===== src/design/scancode_to_ascii_decoder_core_assert.svh =====
// assertion macros shared by the scan code decoder modules
`ifndef SCANCODE_TO_ASCII_DECODER_CORE_ASSERT_SVH
`define SCANCODE_TO_ASCII_DECODER_CORE_ASSERT_SVH

// checked outside reset
`define SCD_ASSERT(lbl, prop, msg) \
  lbl: assert property (@(posedge clk) disable iff (!rst_n) prop) else $error(msg);

// checked during reset too
`define SCD_ASSERT_ALWAYS(lbl, prop, msg) \
  lbl: assert property (@(posedge clk) prop) else $error(msg);

`endif


===== src/design/scd_pkg.sv =====
// types, codes and the us key table of the scan code decoder
package scd_pkg;

  localparam logic [7:0] CODE_EXT     = 8'hE0;
  localparam logic [7:0] CODE_LSHIFT  = 8'h2A;
  localparam logic [7:0] CODE_RSHIFT  = 8'h36;
  localparam logic [7:0] CODE_CTRL    = 8'h1D;
  localparam logic [7:0] CODE_ALT     = 8'h38;
  localparam logic [7:0] CODE_CAPS    = 8'h3A;
  localparam logic [7:0] KEY_COUNT    = 8'd58;
  localparam logic [6:0] CHAR_LOW_A   = 7'h61;
  localparam logic [6:0] CHAR_LOW_Z   = 7'h7A;

  typedef struct packed {
    logic [6:0] normal;
    logic [6:0] shifted;
    logic [6:0] ctl;
  } key_entry_t;

  typedef struct packed {
    logic shift_held;
    logic ctrl_held;
    logic alt_held;
    logic caps_on;
    logic extended_pending;
  } flags_t;

  typedef struct packed {
    logic       hit;
    logic [6:0] ch;
  } dec_res_t;

  function automatic key_entry_t key_lookup(input logic [5:0] idx);
    key_entry_t e;
    unique case (idx)
      6'd1:  e = '{7'h1B, 7'h1B, 7'h1B};
      6'd2:  e = '{7'h31, 7'h21, 7'h00};
      6'd3:  e = '{7'h32, 7'h40, 7'h00};
      6'd4:  e = '{7'h33, 7'h23, 7'h00};
      6'd5:  e = '{7'h34, 7'h24, 7'h00};
      6'd6:  e = '{7'h35, 7'h25, 7'h00};
      6'd7:  e = '{7'h36, 7'h5E, 7'h1E};
      6'd8:  e = '{7'h37, 7'h26, 7'h00};
      6'd9:  e = '{7'h38, 7'h2A, 7'h00};
      6'd10: e = '{7'h39, 7'h28, 7'h00};
      6'd11: e = '{7'h30, 7'h29, 7'h00};
      6'd12: e = '{7'h2D, 7'h5F, 7'h1F};
      6'd13: e = '{7'h3D, 7'h2B, 7'h00};
      6'd14: e = '{7'h08, 7'h08, 7'h7F};
      6'd15: e = '{7'h09, 7'h09, 7'h09};
      6'd16: e = '{7'h71, 7'h51, 7'h11};
      6'd17: e = '{7'h77, 7'h57, 7'h17};
      6'd18: e = '{7'h65, 7'h45, 7'h05};
      6'd19: e = '{7'h72, 7'h52, 7'h12};
      6'd20: e = '{7'h74, 7'h54, 7'h14};
      6'd21: e = '{7'h79, 7'h59, 7'h19};
      6'd22: e = '{7'h75, 7'h55, 7'h15};
      6'd23: e = '{7'h69, 7'h49, 7'h09};
      6'd24: e = '{7'h6F, 7'h4F, 7'h0F};
      6'd25: e = '{7'h70, 7'h50, 7'h10};
      6'd26: e = '{7'h5B, 7'h7B, 7'h1B};
      6'd27: e = '{7'h5D, 7'h7D, 7'h1D};
      6'd28: e = '{7'h0A, 7'h0A, 7'h0A};
      6'd30: e = '{7'h61, 7'h41, 7'h01};
      6'd31: e = '{7'h73, 7'h53, 7'h13};
      6'd32: e = '{7'h64, 7'h44, 7'h04};
      6'd33: e = '{7'h66, 7'h46, 7'h06};
      6'd34: e = '{7'h67, 7'h47, 7'h07};
      6'd35: e = '{7'h68, 7'h48, 7'h08};
      6'd36: e = '{7'h6A, 7'h4A, 7'h0A};
      6'd37: e = '{7'h6B, 7'h4B, 7'h0B};
      6'd38: e = '{7'h6C, 7'h4C, 7'h0C};
      6'd39: e = '{7'h3B, 7'h3A, 7'h00};
      6'd40: e = '{7'h27, 7'h22, 7'h00};
      6'd41: e = '{7'h60, 7'h7E, 7'h00};
      6'd43: e = '{7'h5C, 7'h7C, 7'h1C};
      6'd44: e = '{7'h7A, 7'h5A, 7'h1A};
      6'd45: e = '{7'h78, 7'h58, 7'h18};
      6'd46: e = '{7'h63, 7'h43, 7'h03};
      6'd47: e = '{7'h76, 7'h56, 7'h16};
      6'd48: e = '{7'h62, 7'h42, 7'h02};
      6'd49: e = '{7'h6E, 7'h4E, 7'h0E};
      6'd50: e = '{7'h6D, 7'h4D, 7'h0D};
      6'd51: e = '{7'h2C, 7'h3C, 7'h00};
      6'd52: e = '{7'h2E, 7'h3E, 7'h00};
      6'd53: e = '{7'h2F, 7'h3F, 7'h00};
      6'd57: e = '{7'h20, 7'h20, 7'h20};
      default: e = '{7'h00, 7'h00, 7'h00};
    endcase
    return e;
  endfunction

endpackage


===== src/design/scd_decode.sv =====
// modifier flag registers and per-code decode into a character
`include "scancode_to_ascii_decoder_core_assert.svh"

module scd_decode (
  input  logic              clk,
  input  logic              rst_n,
  input  logic              fire,
  input  logic [7:0]        code,
  output scd_pkg::dec_res_t res
);
  import scd_pkg::*;

  flags_t     flags_r;
  flags_t     flags_nxt;
  key_entry_t entry;
  logic       letter;
  logic [6:0] ch;
  logic [6:0] base;

  always_comb begin
    entry  = (code < KEY_COUNT) ? key_lookup(code[5:0]) : '0;
    letter = (entry.normal >= CHAR_LOW_A) && (entry.normal <= CHAR_LOW_Z);
    if (flags_r.ctrl_held && (entry.ctl != 7'd0)) begin
      ch = entry.ctl;
    end else if (flags_r.shift_held || (flags_r.caps_on && letter)) begin
      ch = entry.shifted;
    end else begin
      ch = entry.normal;
    end
  end

  always_comb begin
    flags_nxt = flags_r;
    res.hit   = 1'b0;
    res.ch    = ch;
    base      = code[6:0];
    priority if (code == CODE_EXT) begin
      flags_nxt.extended_pending = 1'b1;
    end else if (code[7]) begin
      if (base == CODE_LSHIFT[6:0] || base == CODE_RSHIFT[6:0]) begin
        flags_nxt.shift_held = 1'b0;
      end else if (base == CODE_CTRL[6:0]) begin
        flags_nxt.ctrl_held = 1'b0;
      end else if (base == CODE_ALT[6:0]) begin
        flags_nxt.alt_held = 1'b0;
      end
      flags_nxt.extended_pending = 1'b0;
    end else if (code == CODE_LSHIFT || code == CODE_RSHIFT) begin
      flags_nxt.shift_held       = 1'b1;
      flags_nxt.extended_pending = 1'b0;
    end else if (code == CODE_CTRL) begin
      flags_nxt.ctrl_held        = 1'b1;
      flags_nxt.extended_pending = 1'b0;
    end else if (code == CODE_ALT) begin
      flags_nxt.alt_held         = 1'b1;
      flags_nxt.extended_pending = 1'b0;
    end else if (code == CODE_CAPS) begin
      flags_nxt.caps_on          = ~flags_r.caps_on;
      flags_nxt.extended_pending = 1'b0;
    end else if (flags_r.extended_pending) begin
      flags_nxt.extended_pending = 1'b0;
    end else begin
      res.hit = (ch != 7'd0);
    end
  end

  always_ff @(posedge clk) begin
    if (!rst_n) begin
      flags_r <= '0;
    end else if (fire) begin
      flags_r <= flags_nxt;
    end
  end

  `SCD_ASSERT(a_ext_sets, (fire && code == CODE_EXT) |=> flags_r.extended_pending, "prefix not held")
  `SCD_ASSERT(a_ext_drops, (fire && flags_r.extended_pending) |-> !res.hit, "extended key decoded")
  `SCD_ASSERT(a_idle_holds, !fire |=> $stable(flags_r), "flags moved without a beat")

endmodule


===== src/design/scd_out_reg.sv =====
// result register that parts the decode stage from the output channel
`include "scancode_to_ascii_decoder_core_assert.svh"

module scd_out_reg (
  input  logic              clk,
  input  logic              rst_n,
  input  logic              load,
  input  scd_pkg::dec_res_t res,
  input  logic              out_tready,
  output logic              out_tvalid,
  output logic [7:0]        out_tdata,
  output logic              free
);
  import scd_pkg::*;

  logic       valid_r;
  logic       valid_nxt;
  logic [6:0] ch_r;

  assign free       = !valid_r || out_tready;
  assign valid_nxt  = free ? (load && res.hit) : valid_r;
  assign out_tvalid = valid_r;
  assign out_tdata  = {1'b0, ch_r};

  always_ff @(posedge clk) begin
    if (!rst_n) begin
      valid_r <= 1'b0;
    end else begin
      valid_r <= valid_nxt;
    end
  end

  always_ff @(posedge clk) begin
    if (free) begin
      ch_r <= res.ch;
    end
  end

  `SCD_ASSERT_ALWAYS(a_rst_empty, !rst_n |=> !valid_r, "result valid after reset")
  `SCD_ASSERT(a_nonzero, valid_r |-> (ch_r != 7'd0), "zero character shown")
  `SCD_ASSERT(a_load_shows, (free && load && res.hit) |=> valid_r, "decoded key lost")

endmodule


===== src/design/scancode_to_ascii_decoder_core.sv =====
// top level of the ps/2 set 1 scan code to ascii decoder
//
//  channel | dir | tdata fields (low bit up)       | beat when
//  in_     | in  | scan_code[7:0]                  | in_tvalid && in_tready
//  out_    | out | ascii_char[6:0], zero pad [7]   | out_tvalid && out_tready
//
// one beat per cycle sustained unless the output stalls; a character is registered before and after its lookup
// the path is input register, table lookup and flag update, result register
// reset clears flags and both valid bits; no clearing pass
// a stalled output holds the result and the input register, then in_tready drops
`include "scancode_to_ascii_decoder_core_assert.svh"

module scancode_to_ascii_decoder_core (
  input  logic       clk,
  input  logic       rst_n,
  input  logic       in_tvalid,
  output logic       in_tready,
  input  logic [7:0] in_tdata,   // scan_code[7:0]
  output logic       out_tvalid,
  input  logic       out_tready,
  output logic [7:0] out_tdata   // ascii_char[6:0], zero [7]
);
  import scd_pkg::*;

  logic       in_valid_r;
  logic       in_valid_nxt;
  logic [7:0] in_code_r;
  logic       advance;
  logic       fire;
  dec_res_t   res;
  dec_res_t   res_gated;

  assign in_tready    = !in_valid_r || advance;
  assign fire         = in_valid_r && advance;
  assign in_valid_nxt = in_tready ? in_tvalid : in_valid_r;

  always_ff @(posedge clk) begin
    if (!rst_n) begin
      in_valid_r <= 1'b0;
    end else begin
      in_valid_r <= in_valid_nxt;
    end
  end

  always_ff @(posedge clk) begin
    if (in_tready) begin
      in_code_r <= in_tdata;
    end
  end

  scd_decode u_decode (
    .clk   (clk),
    .rst_n (rst_n),
    .fire  (fire),
    .code  (in_code_r),
    .res   (res)
  );

  always_comb begin
    res_gated     = res;
    res_gated.hit = res.hit && in_valid_r;
  end

  scd_out_reg u_out (
    .clk        (clk),
    .rst_n      (rst_n),
    .load       (fire),
    .res        (res_gated),
    .out_tready (out_tready),
    .out_tvalid (out_tvalid),
    .out_tdata  (out_tdata),
    .free       (advance)
  );

  `SCD_ASSERT(a_stall_blocks, (in_valid_r && out_tvalid && !out_tready) |-> !in_tready, "beat taken while stalled")
  `SCD_ASSERT(a_empty_ready, !in_valid_r |-> in_tready, "empty stage not ready")
  `SCD_ASSERT(a_beat_held, (in_valid_r && !advance) |=> in_valid_r, "held scan byte dropped")

endmodule

===== config.mk =====
export PLATFORM = sky130hd
export DESIGN_NAME = scancode_to_ascii_decoder_core
export DESIGN_NICKNAME = d
export VERILOG_FILES = /design/src/design/scd_pkg.sv /design/src/design/scd_decode.sv /design/src/design/scd_out_reg.sv /design/src/design/scancode_to_ascii_decoder_core.sv
export VERILOG_INCLUDE_DIRS = /design/src /design/src/design
export SDC_FILE = /design/constraint.sdc
export NUM_CORES = 1
export LEC_CHECK = 0
export BUFFER_PORTS_ARGS = -buffer_cell sky130_fd_sc_hd__buf_2
export CAP_MARGIN = 20
export CORE_MARGIN = 1.5
export CORE_UTILIZATION = 60
export DETAILED_ROUTE_END_ITERATION = 8
export PLACE_DENSITY_LB_ADDON = 0.12
export SLEW_MARGIN = 15
export SYNTH_ARGS = -nofsm -noshare
export SYNTH_HDL_FRONTEND = slang
export SYNTH_HIERARCHICAL = 1
export SYNTH_SLANG_ARGS = --single-unit

===== constraint.sdc =====
create_clock -name clk -period 4.45 [get_ports clk]
set_input_delay 0.445 -clock clk [delete_from_list [all_inputs] [get_ports clk]]
set_output_delay 0.445 -clock clk [all_outputs]
set_load 0.1 [all_outputs]

# ---- Yosys cells after proc, flatten, opt, wreduce, memory -nomap -nowiden
# Memory sizes are Yosys's and may differ from the RTL's. A register that Yosys moved wholly into a read port is not among the register bits.
# Index checks and enable logic that the tools add are counted.
dict set report classes {
  n_lt_le_gt_ge 3
  eq_ne 14
  n_mux 25
  bitwise 6
  n_reduce_logical 20
}
# op n
set op_table {}
lappend op_table {{$eq 8x6->1 const B} 4}
lappend op_table {{$eq 7x6->1 const B} 3}
lappend op_table {{$mux 21} 1}
lappend op_table {{$mux 1} 17}
lappend op_table {{$mux 7} 2}
lappend op_table {{$reduce_bool 7->1} 2}
lappend op_table {{$eq 8x5->1 const B} 1}
lappend op_table {{$eq 8x8->1 const B} 1}
lappend op_table {{$lt 8x6->1 const B} 1}
lappend op_table {{$eq 7x5->1 const B} 1}
lappend op_table {{$ge 7x7->1 const B} 1}
lappend op_table {{$le 7x7->1 const B} 1}
lappend op_table {{$reduce_and 7->1} 1}
lappend op_table {{$logic_and 1x1->1} 6}
lappend op_table {{$mux 3} 2}
lappend op_table {{$mux 6} 1}
lappend op_table {{$not 1->1} 6}
lappend op_table {{$reduce_and 6->1} 1}
lappend op_table {{$logic_or 1x1->1} 5}
lappend op_table {{$mux 2} 2}
lappend op_table {{$ne 2x1->1 const B} 2}
lappend op_table {{$ne 2x2->1 const B} 2}
lappend op_table {{$reduce_and 4->1} 1}
lappend op_table {{$reduce_bool 2->1} 2}
lappend op_table {{$logic_not 1->1} 2}
dict set report word_totals {
  ff_bits 21
  rom_bits 1344
  out_inout_bits 10
  n_memories 1
}
# name depth width rd rd_clocked_by_memory_dff wr line_no
set memory_table {}
lappend memory_table {{(no name shown)} 64 21 1 1 0 scd_pkg.sv:35} ;# unique case (idx)

# ---- Depth between registers and ports, before layout
# Gate-level depths: netlist of run 1.
dict set report depth {
  word_depth 18
  depth_mapped 16
  mapped_depth_nobuf 14
}

# ---- Cells and area by module
# The synthesis of run 1 kept the hierarchy.
# module instances cells_each area_per_inst_um2 seq_area_each_um2
set by_module_without_submodules {}
lappend by_module_without_submodules {scd_decode 1 315 2192.1 80.1}
lappend by_module_without_submodules {scancode_to_ascii_decoder_core 1 14 304.0 260.2}
lappend by_module_without_submodules {scd_out_reg 1 13 270.3 230.2}

# ---- Worst setup path after synthesis of run 1
# Ideal clock, no wire load.
dict set report synth_timing {
  kind {reg-to-reg}
  from {reg in_code_r[0]}
  to {reg u_out.valid_r, in the netlist u_out/out_tvalid}
  setup_time_ns 0.122
  t_arrival_ns 3.291
  required_time_ns 4.328
  setup_slack_ns 1.037
  path_stages_with_launch 15
  n_path_buf 1
  path_cell_list {edfxtp_1 > clkbuf_1 > inv_1 > ha_1 > mux2_4 > or3_4 > a311oi_4 > and4_4 > a21oi_1 > a211o_1 > a221oi_1 > a31oi_1 > and2_2 > nand2_1 > a21boi_2}
}
# item line_no
set synth_lines {}
lappend synth_lines {{from (decl)} scancode_to_ascii_decoder_core.sv:27} ;# logic [7:0] in_code_r;
lappend synth_lines {{from (signal assigned)} scancode_to_ascii_decoder_core.sv:47} ;# in_code_r <= in_tdata;
lappend synth_lines {{to (signal assigned)} scd_out_reg.sv:29} ;# valid_r <= valid_nxt;
lappend synth_lines {{to (decl)} scd_out_reg.sv:16} ;# logic valid_r;

==> results by group, run 1 <==
Die
  • Chip width: 70.90 um
  • Initial core utilization: 63.10%
  • Die Area: 5027 sq um
  • Core area: 4384 sq um
  • I/O pin count: 22
  • Die height: 70.90 um
  • Placement Rows: 24

Drt
  • Drt total wl: 8332 um
  • Via count: 2889
  • Drt via density: 7.204
  • Initial DRT Pass Iterations: 5
  • Routed wire per std cell: 20.78 um
  • DRT antenna net count: 0
  • Remaining DRCs: 0
  • DR iter-0 viols: 387

Logic synthesis
  • Syn Nets: 365
  • Post-synthesis instance total: 342
  • Yosys reg bits: 21
  • Seq/Total Area, Yosys: 20.62%
  • Top area cells in the synthesized netlist: edfxtp_1 16%, ha_1 5.0%, a21oi_1 4.5%, dfxtp_1 4.3%, mux2i_1 3.6%
  • EDFF count, synth: 15
  • Most instantiated cells after synthesis: 25 x a21oi_1, 25 x nor2_1, 22 x nand2_1
  • Synth Flop Type: edfxtp_1
  • Synth warn: 6
  • Share of the synthesized area in the top cell type: 16.28%
  • Yosys top cell by area: edfxtp_1
  • Asr flop ratio synth: 0%
  • Post-Syn Area: 2766 sq um
  • Synth unique cells: 84
  • Avg Cell Area, Syn: 8.089 sq um

Power
  • Worst vdd ir: 0.0002172 V
  • PwrDens: 204.9 nW/um^2
  • Static Leak: 1.119 nW

Clock tree
  • Clock root cell: clkbuf_8
  • Clk sink count: 21
  • Clock Path Buffers: 2
  • Hold-fix buffers at CTS: 0
  • Post-CTS Setup Bufs: 0
  • TritonCTS clock tree: yes
  • Clock Latency Late Sink: 0.26 ns
  • H-tree Lvls: 1
  • Cts repair resizes: 0
  • TritonCTS Buffers: 3
  • CTS clk-pin slew, worst paths: 0.08 ns

Worst setup path
  • Critical path peak fanout: 15
  • Crit Path Category: reg2reg
  • Critical Path RT: 4.61 ns
  • CP arrival: 3.97 ns
  • Startpoint types: flip-flop
  • CP peak stage delay: 0.58 ns
  • R2R setup slack: 0.64 ns
  • Slowest-stage cell, CP: a2111oi_0
  • Crit path capture type: flip-flop
  • Critical-path cell list: buf_4, ha_1, nor3b_1, a2111oi_0, o221ai_1, o22ai_2, nor2_1, a311oi_1, a31oi_1, a221oi_1, a31oi_1, and2_2, nand2_1, a21boi_2
  • Crit path top cell by count: a31oi_1

Layout
  • Diodes inserted: 0
  • Layout cells sized above 1: 19.48%
  • Synth-to-Final Area Change: 4.749%
  • # nets final: 373
  • Finished Layout Cells: 401
  • Fillers: 372

Placed design
  • HPWL Detailed: 6151 um
  • Placed Cells: 397
  • RD Place Congestion: 1.025
  • Count of input and output buffers: 20

GRT
  • GRT Residual Overflow: 0
  • Vias in the first global route: 2655
  • First-pass GRT wire length: 13460 um
  • Pin count of the biggest net entering global routing: 42
  • Initial antenna violation count: 0
  • GRT Overall Usage: 33.76%

STA
  • Final worst clock skew: 0.001552 ns
  • Final count of negative-setup-slack endpoints: 0
  • Max frequency: 0.2625 GHz
  • RSZ-0062 raised after global routing: false
  • Setup TNS: 0 ns
  • Slew Limit Fails: 0
  • Final hold vios: 0
  • Tcrit/Tclk final: 85.60%
  • Actual slew at the worst max-slew pin: 0.9081 ns
  • Min Clock Period, post-route: 3.809 ns
  • Slew headroom: 39.46%

Job
  • Maxcap violations: 0

Outcome
  • Status: finished clean

Min path
  • Hold WC Path Type: in2reg
-- power breakdown --
part	internal, mW	total [mW]	switching, mW	leakage (nW)
Sequential	0.218	0.228	0.0109	0.217
Clock	0.0624	0.125	0.0629	0.0255
Combinational	0.0781	0.240	0.162	0.876
-- worst max-delay path, delay by kind of cell (launching register included) --
family	cells	cell delay, ns
and+or+nand+nor	4	0.49
buffers and inverters	1	0.25
adders and majority gates	1	0.55
AOI/OAI and AO/OA	8	2.00
DFF	1	0.41
-- final timing paths --
check | endpoint | cells past startpoint | from
setup / recovery | u_out/out_tvalid | 14 | in_code_r[0]
hold / removal | in_code_r[7] | 1 | in_tdata[7]
setup reg to reg | u_out/out_tvalid | 14 | in_code_r[0]
hold reg to reg | u_decode/flags_r[1] | 2 | u_decode/flags_r[1]
-- sequential cells by signal (all words and copies together), names as in the netlist --
register,flops
u_out/ch_r,7
in_valid_r,1
u_out/out_tvalid,1
u_decode/flags_r,4
in_code_r,8
-- kinds of logic after synthesis --
| family | share of synthesized area (%) |
|---|---|
| buffers and inverters | 7.372 |
| AOI/OAI and AO/OA | 33.83 |
| muxes | 5.654 |
| and+or+nand+nor | 27.41 |
| other | 0.1356 |
| DFF | 20.62 |
| adders and majority gates | 4.975 |
-- layout make-up --
class                           instances  area, sq um  share of cell area, %
Multi-Input combinational cell        280         1992                  68.74
Sequential cell                        21        570.5                  19.69
Timing Repair Buffer                   29        167.7                  5.786
Tap cell                               52        65.06                  2.245
Inverter                               15        56.30                  1.943
Clock buffer                            3        41.29                  1.425
Clock inverter                          1        5.005                 0.1727
-- through the flow --
stage                     hold slack [ns]  cell area, sq um  utilization (%)  total power [mW]  setup slack, ns
final                              0.3533              2898            66.10            0.5938           0.6406
after global routing               0.3398              2898            66.10            0.6187           0.4052
after CTS                          0.3469              2898            66.10            0.5892           0.7823
after detailed placement           0.4884              2851            65.04            0.4635           0.8105
after global placement             0.4736              2851            65.04            0.4633           0.7604
after floorplan                    0.4468              2766                -            0.4154            1.037
-- cell usage in the layout, fill, tap and decap left out, types with 4 or more instances in the layout --
master	n
a211oi_1	4
a21oi_1	25
a221o_1	4
a311oi_1	4
a31oi_1	9
a32oi_1	4
and3_1	4
buf_2	20
buf_4	9
dfxtp_1	6
edfxtp_1	15
ha_1	11
inv_1	14
mux2i_1	10
nand2_1	22
nand2b_1	14
nand3_1	12
nand3b_1	5
nand4_1	4
nor2_1	25
nor2b_1	8
nor3_1	5
nor3b_1	4
o211ai_1	5
o21a_1	4
o21ai_0	15
or2_2	5
-- routing by layer --
metal	up-vias	GRT usage, %	wire (um)
li1	1328	-	-
met1	1314	47.81	3434
met2	210	48.49	3539
met3	37	6.980	969
met4	0	17.40	388
met5	-	0	0
(Power assumes the default switching activity.)
==> inputs of run 2 (changes only) <==
Settings changed: RECOVER_POWER from default to 25.
==> results by group, run 2 (synthesized netlist as in run 1, its figures left out) <==
Job
  • Maxcap violations: 0 (unchanged)

GRT
  • Vias in the first global route: 2655 (unchanged)
  • GRT met3 Usage: 6.980% (unchanged)
  • GRT Residual Overflow: 0 (unchanged)
  • Pin count of the biggest net entering global routing: 42 (unchanged)
  • Gr busiest metal: met2
  • First-pass GRT wire length: 13460 um (unchanged)
  • Met1 Usage GRT: 47.81% (unchanged)
  • Initial antenna violation count: 0 (unchanged)
  • GRT Overall Usage: 33.76% (unchanged)
  • Global-route track usage on met2: 48.49% (unchanged)

Drt
  • Remaining DRCs: 0 (unchanged)
  • Drt via density: 7.347 (+2.0%)
  • Routed wire per std cell: 20.79 um (about the same)
  • DR iter-0 viols: 377 (-2.6%)
  • DRT antenna net count: 0 (unchanged)
  • Via count: 2946 (+2.0%)
  • Drt total wl: 8338 um (about the same)
  • Initial DRT Pass Iterations: 7 (+2)

STA
  • Actual slew at the worst max-slew pin: 0.9108 ns (+0.002712 ns)
  • Slew headroom: 39.28% (-0.18 points)
  • Final count of negative-setup-slack endpoints: 0 (unchanged)
  • Setup TNS: 0 ns (unchanged)
  • RSZ-0062 raised after global routing: false
  • Slew Limit Fails: 0 (unchanged)
  • Final worst clock skew: 0.001837 ns (+0.0002856 ns)
  • Final hold vios: 0 (unchanged)
  • Tcrit/Tclk final: 86.52% (+0.92 points)
  • Max frequency: 0.2597 GHz (-1.1%)
  • Min Clock Period, post-route: 3.850 ns (+0.04085 ns)

Layout
  • Finished Layout Cells: 401 (unchanged)
  • Biggest regs: in_code_r: 8 flops, u_out/ch_r: 7 flops, u_decode/flags_r: 4 flops
  • Largest register by flop count: in_code_r
  • Synth-to-Final Area Change: 4.478%
  • Most frequent cells in the layout: 25 x nor2_1, 25 x a21oi_1, 22 x nand2_1
  • # nets final: 373 (unchanged)
  • Layout cells sized above 1: 19.20% (-0.29 points)
  • Diodes inserted: 0 (unchanged)
  • Max reg flops: 8 (unchanged)

Die
  • Core area: 4384 sq um (unchanged)
  • Die height: 70.90 um (unchanged)
  • Initial core utilization: 63.10% (unchanged)
  • I/O pin count: 22 (unchanged)
  • Placement Rows: 24 (unchanged)
  • Die Area: 5027 sq um (unchanged)
  • Chip width: 70.90 um (unchanged)

Clock tree
  • Clock Latency Late Sink: 0.26 ns (about the same)
  • Clock root cell: clkbuf_8
  • Clock Path Buffers: 2 (unchanged)
  • Post-CTS Setup Bufs: 0 (unchanged)
  • CTS clk-pin slew, worst paths: 0.08 ns (about the same)
  • Cts repair resizes: 0 (unchanged)
  • H-tree Lvls: 1 (unchanged)
  • TritonCTS Buffers: 3 (unchanged)
  • Clk sink count: 21 (unchanged)
  • TritonCTS clock tree: yes
  • Hold-fix buffers at CTS: 0 (unchanged)

Placed design
  • Count of input and output buffers: 20 (unchanged)
  • RD Place Congestion: 1.025 (unchanged)
  • HPWL Detailed: 6151 um (unchanged)
  • Placed Cells: 397 (unchanged)

Worst setup path
  • Crit path top cell by count: a31oi_1
  • Startpoint types: flip-flop
  • Critical Path RT: 4.59 ns (-0.02 ns)
  • Slowest-stage cell, CP: a2111oi_0
  • CP peak stage delay: 0.57 ns (about the same)
  • Critical-path cell list: buf_4, ha_1, nor3b_1, a2111oi_0, o221ai_1, o22ai_2, nor2_1, a311oi_1, a31oi_1, a221oi_1, a31oi_1, and2_2, nand2_1, a21boi_2
  • Crit Path Category: reg2reg
  • R2R setup slack: 0.60 ns (-0.04 ns)
  • Critical path peak fanout: 15 (unchanged)
  • Crit path capture type: flip-flop
  • CP arrival: 3.99 ns (+0.02 ns)

Power
  • PwrDens: 205.5 nW/um^2 (+0.28%)
  • Static Leak: 1.113 nW (-0.49%)
  • Worst vdd ir: 0.0002170 V (about the same)

Outcome
  • Status: finished clean

Min path
  • Hold WC Path Type: in2reg
==> run 2: cell counts in the layout (fill, tap and decap cells not counted) <==
No cell type changed its count.
==> run 2: through the flow <==
step | instance area, sq um | hold slack (ns) | total power [mW] | util, % | setup WS [ns]
after floorplan | 2766 | 0.4468 | 0.4154 | - | 1.037
after global placement | 2851 | 0.4736 | 0.4633 | 65.04 | 0.7604
after detailed placement | 2851 | 0.4884 | 0.4635 | 65.04 | 0.8105
after CTS | 2898 | 0.3469 | 0.5892 | 66.10 | 0.7823
after global routing | 2890 | 0.3398 | 0.6183 | 65.92 | 0.3861
final | 2890 | 0.3520 | 0.5940 | 65.92 | 0.5998
==> run 2: path summary, 6_finish.rpt <==
check / start / end / depth (start not counted)
worst max register to register: in_code_r[0] / u_out/out_tvalid / 14
worst min-delay path: in_tdata[7] / in_code_r[7] / 1
worst max-delay path: in_code_r[0] / u_out/out_tvalid / 14
worst min register to register: u_decode/flags_r[1] / u_decode/flags_r[1] / 2
==> run 2: routing by layer <==
layer / vias to the layer above / routed length (um)
met5: - / 0
met4: 0 / 370
met3: 35 / 972
met2: 237 / 3571
met1: 1350 / 3424
li1: 1324 / -
==> run 2: layout make-up <==
cell class,instances,area (sq um)
tap,52,65.06
inverter,15,56.30
timing repair buffer,29,167.7
sequential,21,570.5
clock buffer,3,41.29
multi-input combinational,280,1984
clock inverter,1,5.005
fill,374,1494
==> run 2: worst max-delay path, delay by kind of cell, from the launching register on <==
family	cells	cell delay [ns]
AO/OA/AOI/OAI	8	2.01
adder cells (fa/ha/maj)	1	0.56
flip-flops	1	0.42
buffers and inverters	1	0.25
AND/OR/NAND/NOR	4	0.50
==> run 2: power by group <==
group	switching (mW)	leakage [nW]	internal, mW
Sequential	0.0109	0.217	0.218
Clock	0.0633	0.0255	0.0625
Combinational	0.162	0.870	0.0778
Total	0.236	1.11	0.358
